## config.mk

```make
export PLATFORM = sky130hd
export DESIGN_NAME = serial_adc_readout_master
export DESIGN_NICKNAME = d
export VERILOG_FILES = /design/src/rtl/sar_pkg.sv /design/src/rtl/serial_adc_readout_master.sv /design/src/rtl/sar_seq.sv
export SDC_FILE = /design/constraint.sdc
export NUM_CORES = 1
export LEC_CHECK = 0
export ABC_AREA = 0
export BUFFER_PORTS_ARGS = -buffer_cell sky130_fd_sc_hd__buf_4
export CAP_MARGIN = 20
export CORE_ASPECT_RATIO = 1.1
export CORE_MARGIN = 3
export CORE_UTILIZATION = 31
export CTS_CLUSTER_DIAMETER = 120
export DETAILED_ROUTE_END_ITERATION = 8
export SYNTH_ARGS = -nofsm -noshare
export SYNTH_HDL_FRONTEND = slang
export SYNTH_HIERARCHICAL = 1
export SYNTH_SLANG_ARGS = --single-unit
export TNS_END_PERCENT = 50
```

## constraint.sdc

```tcl
create_clock -name clk -period 5 [get_ports clk]
set_clock_uncertainty 0.15 [all_clocks]
set_input_delay 0.75 -clock clk [delete_from_list [all_inputs] [get_ports clk]]
set_output_delay 0.75 -clock clk [all_outputs]
set_load 0.005 [all_outputs]
```

## src/rtl/sar_pkg.sv

```systemverilog
`timescale 1ns / 1ps
// Shared types and constants for the serial ADC readout master.
// No dependencies; used by sar_seq and serial_adc_readout_master.
package sar_pkg;

	localparam int DELAY_W      = 8;   // width of the delay_ticks register
	localparam int CHAN_W       = 4;   // width of the channel field
	localparam int SAMPLE_W     = 10;  // width of the posted sample field
	localparam int EXTRA_CLOCKS = 6;   // clocks given after the address bits
	localparam int SLOW_BITS    = 2;   // data bits with a double-length high time

	// One tick on the input side
	typedef struct packed {
		logic                start_request;
		logic [CHAN_W-1:0]   channel_number;
		logic                data_out_level;
	} in_item_t;

	// Pin levels and status for one tick
	typedef struct packed {
		logic                chip_select_level;
		logic                io_clock_level;
		logic                address_level;
		logic                busy_flag;
		logic                sample_valid;
		logic [SAMPLE_W-1:0] sample_value;
	} out_item_t;

endpackage

```

## src/rtl/serial_adc_readout_master.sv

```systemverilog
`timescale 1ns / 1ps
// Top level of the serial ADC readout master: config register, sequencer, output register.
// Depends on sar_pkg and sar_seq.
// Output: the result for a tick is registered into the output register when the tick is transferred.
// Throughput: one tick per cycle; input is stalled only while a held result is stalled.
// Reset: idle, chip-select high, clock and address low, posted value zero, delay_ticks 1.
module serial_adc_readout_master #(
	parameter int ADDRESS_BITS = 4,
	parameter int RESULT_BITS  = 10
) (
	input  logic                        clk,
	input  logic                        arst_n,
	input  logic                        cfg_wr_en,
	input  logic [sar_pkg::DELAY_W-1:0] cfg_wr_data,
	input  logic                        in_valid,
	output logic                        in_stall,
	input  sar_pkg::in_item_t           in_data,
	output logic                        out_valid,
	input  logic                        out_stall,
	output sar_pkg::out_item_t          out_data
);
	import sar_pkg::*;

	logic [DELAY_W-1:0] delay_ticks_q;
	logic               out_valid_q;
	out_item_t          out_q;
	out_item_t          res;
	logic               in_xfer;

	assign in_stall  = out_valid_q & out_stall;
	assign in_xfer   = in_valid & ~in_stall;
	assign out_valid = out_valid_q;
	assign out_data  = out_q;

	// Delay configuration register
	always_ff @(posedge clk or negedge arst_n) begin
		if (!arst_n) begin
			delay_ticks_q <= DELAY_W'(1);
		end else if (cfg_wr_en) begin
			delay_ticks_q <= cfg_wr_data;
		end
	end

	sar_seq #(
		.ADDRESS_BITS(ADDRESS_BITS),
		.RESULT_BITS (RESULT_BITS)
	) u_seq (
		.clk        (clk),
		.arst_n     (arst_n),
		.tick_en    (in_xfer),
		.item       (in_data),
		.delay_ticks(delay_ticks_q),
		.res        (res)
	);

	// Output register
	always_ff @(posedge clk or negedge arst_n) begin
		if (!arst_n) begin
			out_valid_q <= 1'b0;
		end else if (in_xfer) begin
			out_valid_q <= 1'b1;
		end else if (!out_stall) begin
			out_valid_q <= 1'b0;
		end
	end

	always_ff @(posedge clk) begin
		if (in_xfer) begin
			out_q <= res;
		end
	end

endmodule

```

## src/rtl/sar_seq.sv

```systemverilog
`timescale 1ns / 1ps
// Conversion sequencer: phase machine, counters, shift registers and pin levels.
// Depends on sar_pkg. Advances one tick per accepted transfer.
module sar_seq #(
	parameter int ADDRESS_BITS = 4,
	parameter int RESULT_BITS  = 10
) (
	input  logic                             clk,
	input  logic                             arst_n,
	input  logic                             tick_en,
	input  sar_pkg::in_item_t                item,
	input  logic [sar_pkg::DELAY_W-1:0]      delay_ticks,
	output sar_pkg::out_item_t               res
);
	import sar_pkg::*;

	localparam int MAX_CNT = (ADDRESS_BITS > RESULT_BITS) ?
		((ADDRESS_BITS > EXTRA_CLOCKS) ? ADDRESS_BITS : EXTRA_CLOCKS) :
		((RESULT_BITS > EXTRA_CLOCKS) ? RESULT_BITS : EXTRA_CLOCKS);
	localparam int CNT_W = $clog2(MAX_CNT + 1);
	localparam logic [CNT_W-1:0] CNT_ADDR  = CNT_W'(ADDRESS_BITS);
	localparam logic [CNT_W-1:0] CNT_EXTRA = CNT_W'(EXTRA_CLOCKS);
	localparam logic [CNT_W-1:0] CNT_SLOW  = CNT_W'(SLOW_BITS);
	localparam logic [CNT_W-1:0] CNT_FAST  = CNT_W'(RESULT_BITS - SLOW_BITS);

	typedef enum logic [3:0] {
		PH_IDLE, PH_SEL, PH_ASET, PH_AHI, PH_ALO, PH_XLO, PH_XHI, PH_PULSE,
		PH_SHI1, PH_SHI2, PH_SLO, PH_FHI, PH_FLO, PH_TAIL
	} phase_t;

	phase_t                    phase_q, phase_d;
	logic [CNT_W-1:0]          bit_cnt_q, bit_cnt_d, bit_cnt_dec;
	logic [DELAY_W-1:0]        dly_cnt_q, dly_cnt_d, dly_eff;
	logic [ADDRESS_BITS-1:0]   addr_sh_q, addr_sh_d, chan_masked;
	logic [RESULT_BITS-1:0]    data_sh_q, data_sh_d, data_shifted;
	logic [SAMPLE_W-1:0]       posted_q, posted_d, posted_from_sh;
	logic                      cs_q, cs_d, clk_q, clk_d, addr_q, addr_d;
	logic                      valid_d;
	logic [ADDRESS_BITS+CHAN_W-1:0]    chan_ext;
	logic [SAMPLE_W+RESULT_BITS-1:0]   data_ext;

	// Width fitting of channel and result
	assign chan_ext       = {{ADDRESS_BITS{1'b0}}, item.channel_number};
	assign chan_masked    = chan_ext[ADDRESS_BITS-1:0];
	assign data_ext       = {{SAMPLE_W{1'b0}}, data_sh_q};
	assign posted_from_sh = data_ext[SAMPLE_W-1:0];
	assign data_shifted   = (data_sh_q << 1) | RESULT_BITS'(item.data_out_level);
	assign dly_eff        = (delay_ticks == '0) ? DELAY_W'(1) : delay_ticks;
	assign bit_cnt_dec    = (bit_cnt_q != '0) ? bit_cnt_q - CNT_W'(1) : bit_cnt_q;

	// Next-state logic for one tick
	always_comb begin
		phase_d   = phase_q;
		bit_cnt_d = bit_cnt_q;
		dly_cnt_d = dly_cnt_q;
		addr_sh_d = addr_sh_q;
		data_sh_d = data_sh_q;
		posted_d  = posted_q;
		cs_d      = cs_q;
		clk_d     = clk_q;
		addr_d    = addr_q;
		valid_d   = 1'b0;
		if (phase_q == PH_IDLE) begin
			if (item.start_request) begin
				addr_sh_d = chan_masked;
				data_sh_d = '0;
				bit_cnt_d = '0;
				phase_d   = PH_SEL;
				dly_cnt_d = DELAY_W'(1);
				cs_d      = 1'b0;
				clk_d     = 1'b0;
			end
		end else if (dly_cnt_q < dly_eff) begin
			dly_cnt_d = dly_cnt_q + DELAY_W'(1);
		end else begin
			// phase ends: every arm but the tail restarts the delay
			dly_cnt_d = DELAY_W'(1);
			unique case (phase_q)
				PH_SEL: begin
					bit_cnt_d = CNT_ADDR;
					addr_d    = addr_sh_q[ADDRESS_BITS-1];
					addr_sh_d = addr_sh_q << 1;
					phase_d   = PH_ASET; cs_d = 1'b0; clk_d = 1'b0;
				end
				PH_ASET: begin
					phase_d = PH_AHI; cs_d = 1'b0; clk_d = 1'b1;
				end
				PH_AHI: begin
					phase_d = PH_ALO; cs_d = 1'b0; clk_d = 1'b0;
				end
				PH_ALO: begin
					cs_d = 1'b0; clk_d = 1'b0;
					if (bit_cnt_dec != '0) begin
						bit_cnt_d = bit_cnt_dec;
						addr_d    = addr_sh_q[ADDRESS_BITS-1];
						addr_sh_d = addr_sh_q << 1;
						phase_d   = PH_ASET;
					end else begin
						bit_cnt_d = CNT_EXTRA;
						phase_d   = PH_XLO;
					end
				end
				PH_XLO: begin
					phase_d = PH_XHI; cs_d = 1'b0; clk_d = 1'b1;
				end
				PH_XHI: begin
					bit_cnt_d = bit_cnt_dec;
					clk_d     = 1'b0;
					if (bit_cnt_dec != '0) begin
						phase_d = PH_XLO; cs_d = 1'b0;
					end else begin
						phase_d = PH_PULSE; cs_d = 1'b1;
					end
				end
				PH_PULSE: begin
					bit_cnt_d = CNT_SLOW;
					data_sh_d = '0;
					phase_d   = PH_SHI1; cs_d = 1'b0; clk_d = 1'b1;
				end
				PH_SHI1: begin
					phase_d = PH_SHI2; cs_d = 1'b0; clk_d = 1'b1;
				end
				PH_SHI2: begin
					data_sh_d = data_shifted;
					phase_d   = PH_SLO; cs_d = 1'b0; clk_d = 1'b0;
				end
				PH_SLO: begin
					cs_d  = 1'b0;
					clk_d = 1'b1;
					if (bit_cnt_dec != '0) begin
						bit_cnt_d = bit_cnt_dec;
						phase_d   = PH_SHI1;
					end else begin
						bit_cnt_d = CNT_FAST;
						phase_d   = PH_FHI;
					end
				end
				PH_FHI: begin
					data_sh_d = data_shifted;
					phase_d   = PH_FLO; cs_d = 1'b0; clk_d = 1'b0;
				end
				PH_FLO: begin
					bit_cnt_d = bit_cnt_dec;
					cs_d      = 1'b0;
					if (bit_cnt_dec != '0) begin
						phase_d = PH_FHI; clk_d = 1'b1;
					end else begin
						phase_d = PH_TAIL; clk_d = 1'b0;
					end
				end
				default: begin
					// tail done: post the value and go idle
					posted_d  = posted_from_sh;
					valid_d   = 1'b1;
					phase_d   = PH_IDLE;
					dly_cnt_d = '0;
					bit_cnt_d = '0;
					cs_d      = 1'b1;
					clk_d     = 1'b0;
				end
			endcase
		end
	end

	// Result shows the levels after this tick's update
	always_comb begin
		res.chip_select_level = cs_d;
		res.io_clock_level    = clk_d;
		res.address_level     = addr_d;
		res.busy_flag         = (phase_d != PH_IDLE);
		res.sample_valid      = valid_d;
		res.sample_value      = posted_d;
	end

	// Sequencer registers
	always_ff @(posedge clk or negedge arst_n) begin
		if (!arst_n) begin
			phase_q   <= PH_IDLE;
			bit_cnt_q <= '0;
			dly_cnt_q <= '0;
			addr_sh_q <= '0;
			data_sh_q <= '0;
			posted_q  <= '0;
			cs_q      <= 1'b1;
			clk_q     <= 1'b0;
			addr_q    <= 1'b0;
		end else if (tick_en) begin
			phase_q   <= phase_d;
			bit_cnt_q <= bit_cnt_d;
			dly_cnt_q <= dly_cnt_d;
			addr_sh_q <= addr_sh_d;
			data_sh_q <= data_sh_d;
			posted_q  <= posted_d;
			cs_q      <= cs_d;
			clk_q     <= clk_d;
			addr_q    <= addr_d;
		end
	end

endmodule

```

==> results_tabular.tex <==
\begin{tabular}{lr}
\hline
Metric & Value \\
\hline
\multicolumn{2}{l}{\textbf{GRT}} \\
Grt ovf & 0 \\
Pin count of the biggest net entering global routing & 53 \\
Wire length of the first global-routing pass & about 13,000 um \\
Initial antenna violation count & 0 \\
Total global-route track usage & approximately 12\% \\
Number of global-route vias before repair & approximately 2,600 \\
\multicolumn{2}{l}{\textbf{Final layout}} \\
Count of fill cells added during filler insertion & 1,137 \\
Layout Utilization & a little under two fifths \\
Area growth from synthesis to layout & 17.2\% \\
Number of nets in the layout & 375 \\
Multi-input combinational cell area & between 1500 and 2000 sq um \\
Antenna diodes & 0 \\
Area taken by flip-flops and latches & between 1500 and 2000 sq um \\
Layout cell share with drive strength beyond 1 & around 30\% \\
\multicolumn{2}{l}{\textbf{Synthesis}} \\
Most frequently used flop master after synthesis & dfrtp\_1 \\
Number of warnings printed during yosys synthesis & 6 \\
Number of synthesized flops with an enable pin & 15 \\
Mean instance size in the synthesized netlist & approximately 12 sq um \\
Asr flop ratio synth & between 70\% and 80\% \\
Netlist area before placement & 3710 sq um \\
Number of library cell types mapped by synthesis & 70 \\
Total nets after synthesis & approximately 350 \\
Post-Synthesis Cells & about 320 \\
Seq/Total Area, Yosys & between 40\% and 50\% \\
Flip-flop and latch count after synthesis & 67 \\
\multicolumn{2}{l}{\textbf{Placed design}} \\
PortBufs & 35 \\
Sum of net half-perimeters after detailed placement & 5360 um \\
GPL Wtd Cong & around 0.85 \\
\multicolumn{2}{l}{\textbf{Setup path}} \\
Critical Path Sink Type & flip-flop \\
Worst path required time & between 4000 and 5000 ps \\
Top fanout value on the critical path & 14 \\
Endpoint of the worst setup timing path & out\_data[9] \\
Worst Reg-to-Reg Cells & 5 \\
Register-to-register path setup slack & roughly 2200 ps \\
Launching instance or port of the critical path & u\_seq/dly\_cnt\_q[3] \\
Reg2Reg Launch Point & u\_seq/dly\_cnt\_q[3] \\
Setup CP Type & flip-flop to flip-flop \\
Crit path arrival time & 2690 ps \\
Endpoint of the lowest-slack register-to-register path & out\_data[9] \\
Kind of launch point of the worst setup path & flip-flop \\
\multicolumn{2}{l}{\textbf{STA}} \\
Max-slew violation count & 0 \\
Maximum clock rate & approximately 0.36 GHz \\
Shortest period the worst path allows & between 2000 and 3000 ps \\
Total Neg Setup Slack & 0 ps \\
Final cycle utilization of the critical path & between 50\% and 60\% \\
Final Hold Violating Endpoints & 0 \\
RSZ-0062 raised after global routing & no \\
Tightest Pin Transition & between 800 and 900 ps \\
Number of setup violations in the final report & 0 \\
Worst rel slew slack & between 40\% and 50\% \\
\multicolumn{2}{l}{\textbf{Run}} \\
Max Cap Viol & 0 \\
\multicolumn{2}{l}{\textbf{Die}} \\
Vertical die dimension & 121 um \\
Starting utilization of the core area & 32.0\% \\
Site row count & roughly 40 \\
Overall die width & around 110 um \\
IO Pins & 36 \\
Die footprint & between 10,000 and 15,000 sq um \\
Area of the placeable core & approximately 12,000 sq um \\
\multicolumn{2}{l}{\textbf{Power and ir drop}} \\
Reported leakage power & slightly below 2 nW \\
Maximum vdd ir drop & approximately 0.00022 V \\
Clock group share of total power & roughly 28\% \\
Switch Pwr & roughly 0.80 mW \\
Sequential Power Share & about 37\% \\
Proportion of power drawn by combinational gates & between 30\% and 40\% \\
Power per Cell Area & 503 nW/um\^{}2 \\
Switching part of the total & a little over a third \\
Internal power component & between 1 and 1.5 mW \\
Total Power Consumption & between 2 and 2.5 mW \\
\multicolumn{2}{l}{\textbf{Routing}} \\
Iter 0 DRT Violations & about 200 \\
DRC & 0 \\
Detail-routed via count per cell & between 5 and 6 \\
WL per Instance & between 15 and 20 um \\
Number of iterations in the first detailed-routing pass & 4 \\
Remaining antenna violation count after routing & 0 \\
Total routed wirelength & around 7700 um \\
Total via count in the routed design & 2,574 \\
\multicolumn{2}{l}{\textbf{Clock network}} \\
Insertion delay to the later sink of the worst-skew pair & approximately 320 ps \\
Cts-stage hold buffer count & 0 \\
Clock root cell & clkbuf\_16 \\
Post-CTS repair timing setup buffer count & 0 \\
CTS tree & yes \\
Max H-tree Level & 3 \\
Maximum root-to-sink buffer count & 2 \\
Total CTS buffers & 9 \\
CTS sink cnt & 67 \\
Quantity of gates resized following cts & 0 \\
Register clock-pin slew on the reported worst setup and hold paths & about 50 ps \\
\multicolumn{2}{l}{\textbf{Outcome}} \\
Run status & complete, no violations \\
\multicolumn{2}{l}{\textbf{Worst hold path}} \\
Worst hold path class & primary input to async pin \\
\hline
\end{tabular}
-- critical path: stages, from the launching register on --
cell and delay (ps):
dfrtp_1 410, ha_1 300, o21ai_0 190, a221o_4 530
a21oi_4 520, mux2_2 400
-- final cells by class --
cell class | count | area share [%]
Sequential cell | 67 | 40.4
Tap cell | 150 | 4.32
Clock buffer | 11 | 5.36
Timing Repair Buffer | 36 | 6.22
Multi-Input combinational cell | 220 | 41.3
Inverter | 13 | 1.12
Clock inverter | 5 | 1.24
-- per-layer routing --
| metal | up-vias | global-route usage (%) | share of wire, % |
|---|---|---|---|
| met4 | 0 | 4.54 | 1.3 |
| li1 | 1246 | - | - |
| met2 | 57 | 19.1 | 48 |
| met1 | 1262 | 16.3 | 48 |
| met5 | - | 0 | 0 |
| met3 | 9 | 2.51 | 3.4 |
-- how the worst min path moves through the flow --
| stage | startpoint | endpoint | slack (ps) | cells past startpoint |
|---|---|---|---|---|
| 2_1_floorplan | arst_n | delay_ticks_q[1] | 300 | 0 |
| 4_1_cts | arst_n | out_valid | 330 | 1 |
| 3_3_place_gp | u_seq/addr_sh_q[0] | u_seq/addr_sh_q[0] | 330 | 1 |
| 5_1_grt | arst_n | out_valid | 360 | 1 |
| 3_5_place_dp | u_seq/clk_q | u_seq/clk_q | 340 | 1 |
| 6_report | arst_n | out_valid | 300 | 1 |
-- power by group through the flow --
| stage | clock (mW) | sequential [mW] | combinational, mW |
|---|---|---|---|
| CTS | 0.624 | 0.811 | 0.762 |
| detailed placement | 0 | 0.819 | 0.760 |
| floorplan | 0 | 0.731 | 0.687 |
| global placement | 0 | 0.815 | 0.739 |
| global route | 0.642 | 0.835 | 0.850 |
| finish | 0.610 | 0.815 | 0.759 |
-- cells in the mapped netlist (2+ instances only) --
library cell  number  area, sq um
buf_6              2         22.5
or3_1              2         12.5
o22ai_1            5         31.3
dfstp_2            2         52.6
a21oi_1            7         35.0
nor2_1            16         60.1
o21ai_2            2         17.5
a211oi_1           2         15.0
buf_4              5         37.5
nand4_1            2         12.5
ha_1               9          113
o211ai_1           2         15.0
or2_2              2         12.5
o31ai_1            5         37.5
o21ai_0           11         55.1
mux2_4            18          270
clkbuf_1           6         22.5
and3_1             3         18.8
and2_1             2         12.5
a21o_1             4         30.0
a31oi_1            5         31.3
a2bb2oi_1          4         35.0
nand2b_1           3         18.8
nor2b_1           10         62.6
buf_2              5         25.0
xnor2_1            3         26.3
o21ai_1            2         10.0
nand3_1            7         35.0
edfxtp_1          15          450
a211o_1            3         26.3
nor3_1             4         20.0
inv_1             12         45.0
dfrtp_1           50         1250
mux2_2            15          169
nand2_1           23         86.3
a22o_1            15          131
a21boi_0           2         15.0
o221ai_1           2         17.5
-- logic make-up after synthesis --
group | after synthesis | synth area share, %
compound gates | 86 | 19.2
xor+xnor | 3 | 0.709
buf+inv | 32 | 4.32
fa+ha+maj | 9 | 3.04
simple gates | 87 | 12.9
flops | 67 | 47.3
mux | 35 | 12.4
-- per-stage QoR --
stage	setup slack (ps)	instances	hold slack (ps)	instance area, sq um
after global placement	2200	486	330	4060
after CTS	2200	502	331	4340
after detailed placement	2080	486	340	4060
final	2240	502	304	4340
after floorplan	1440	319	304	3710
after global routing	2090	502	360	4340
-- state kept, by name, summed over array words and instances, names as in the netlist --
name             cells
delay_ticks_q        8
out_data            15
out_valid            1
u_seq/addr_q         1
u_seq/addr_sh_q      4
u_seq/bit_cnt_q      4
u_seq/clk_q          1
u_seq/cs_q           1
u_seq/data_sh_q     10
u_seq/dly_cnt_q      8
u_seq/phase_q        4
u_seq/posted_q      10
-- layout by cell type (no fill, tap or decap), drive strengths merged, types with 3 or more instances in the layout --
cell	n
a21o	4
nand2b	3
a2bb2oi	4
nor3	5
a211o	3
or2	3
buf	36
a31oi	5
nand2	24
or3	3
o221ai	3
clkbuf	11
xnor2	3
o22ai	5
o31ai	5
inv	12
ha	9
a21oi	9
edfxtp	15
mux2	34
nand3	8
dfrtp	50
nor2b	10
a22o	15
nor2	18
clkinv	3
o21ai	16
and3	4
Power figures use the tool's default switching activity.
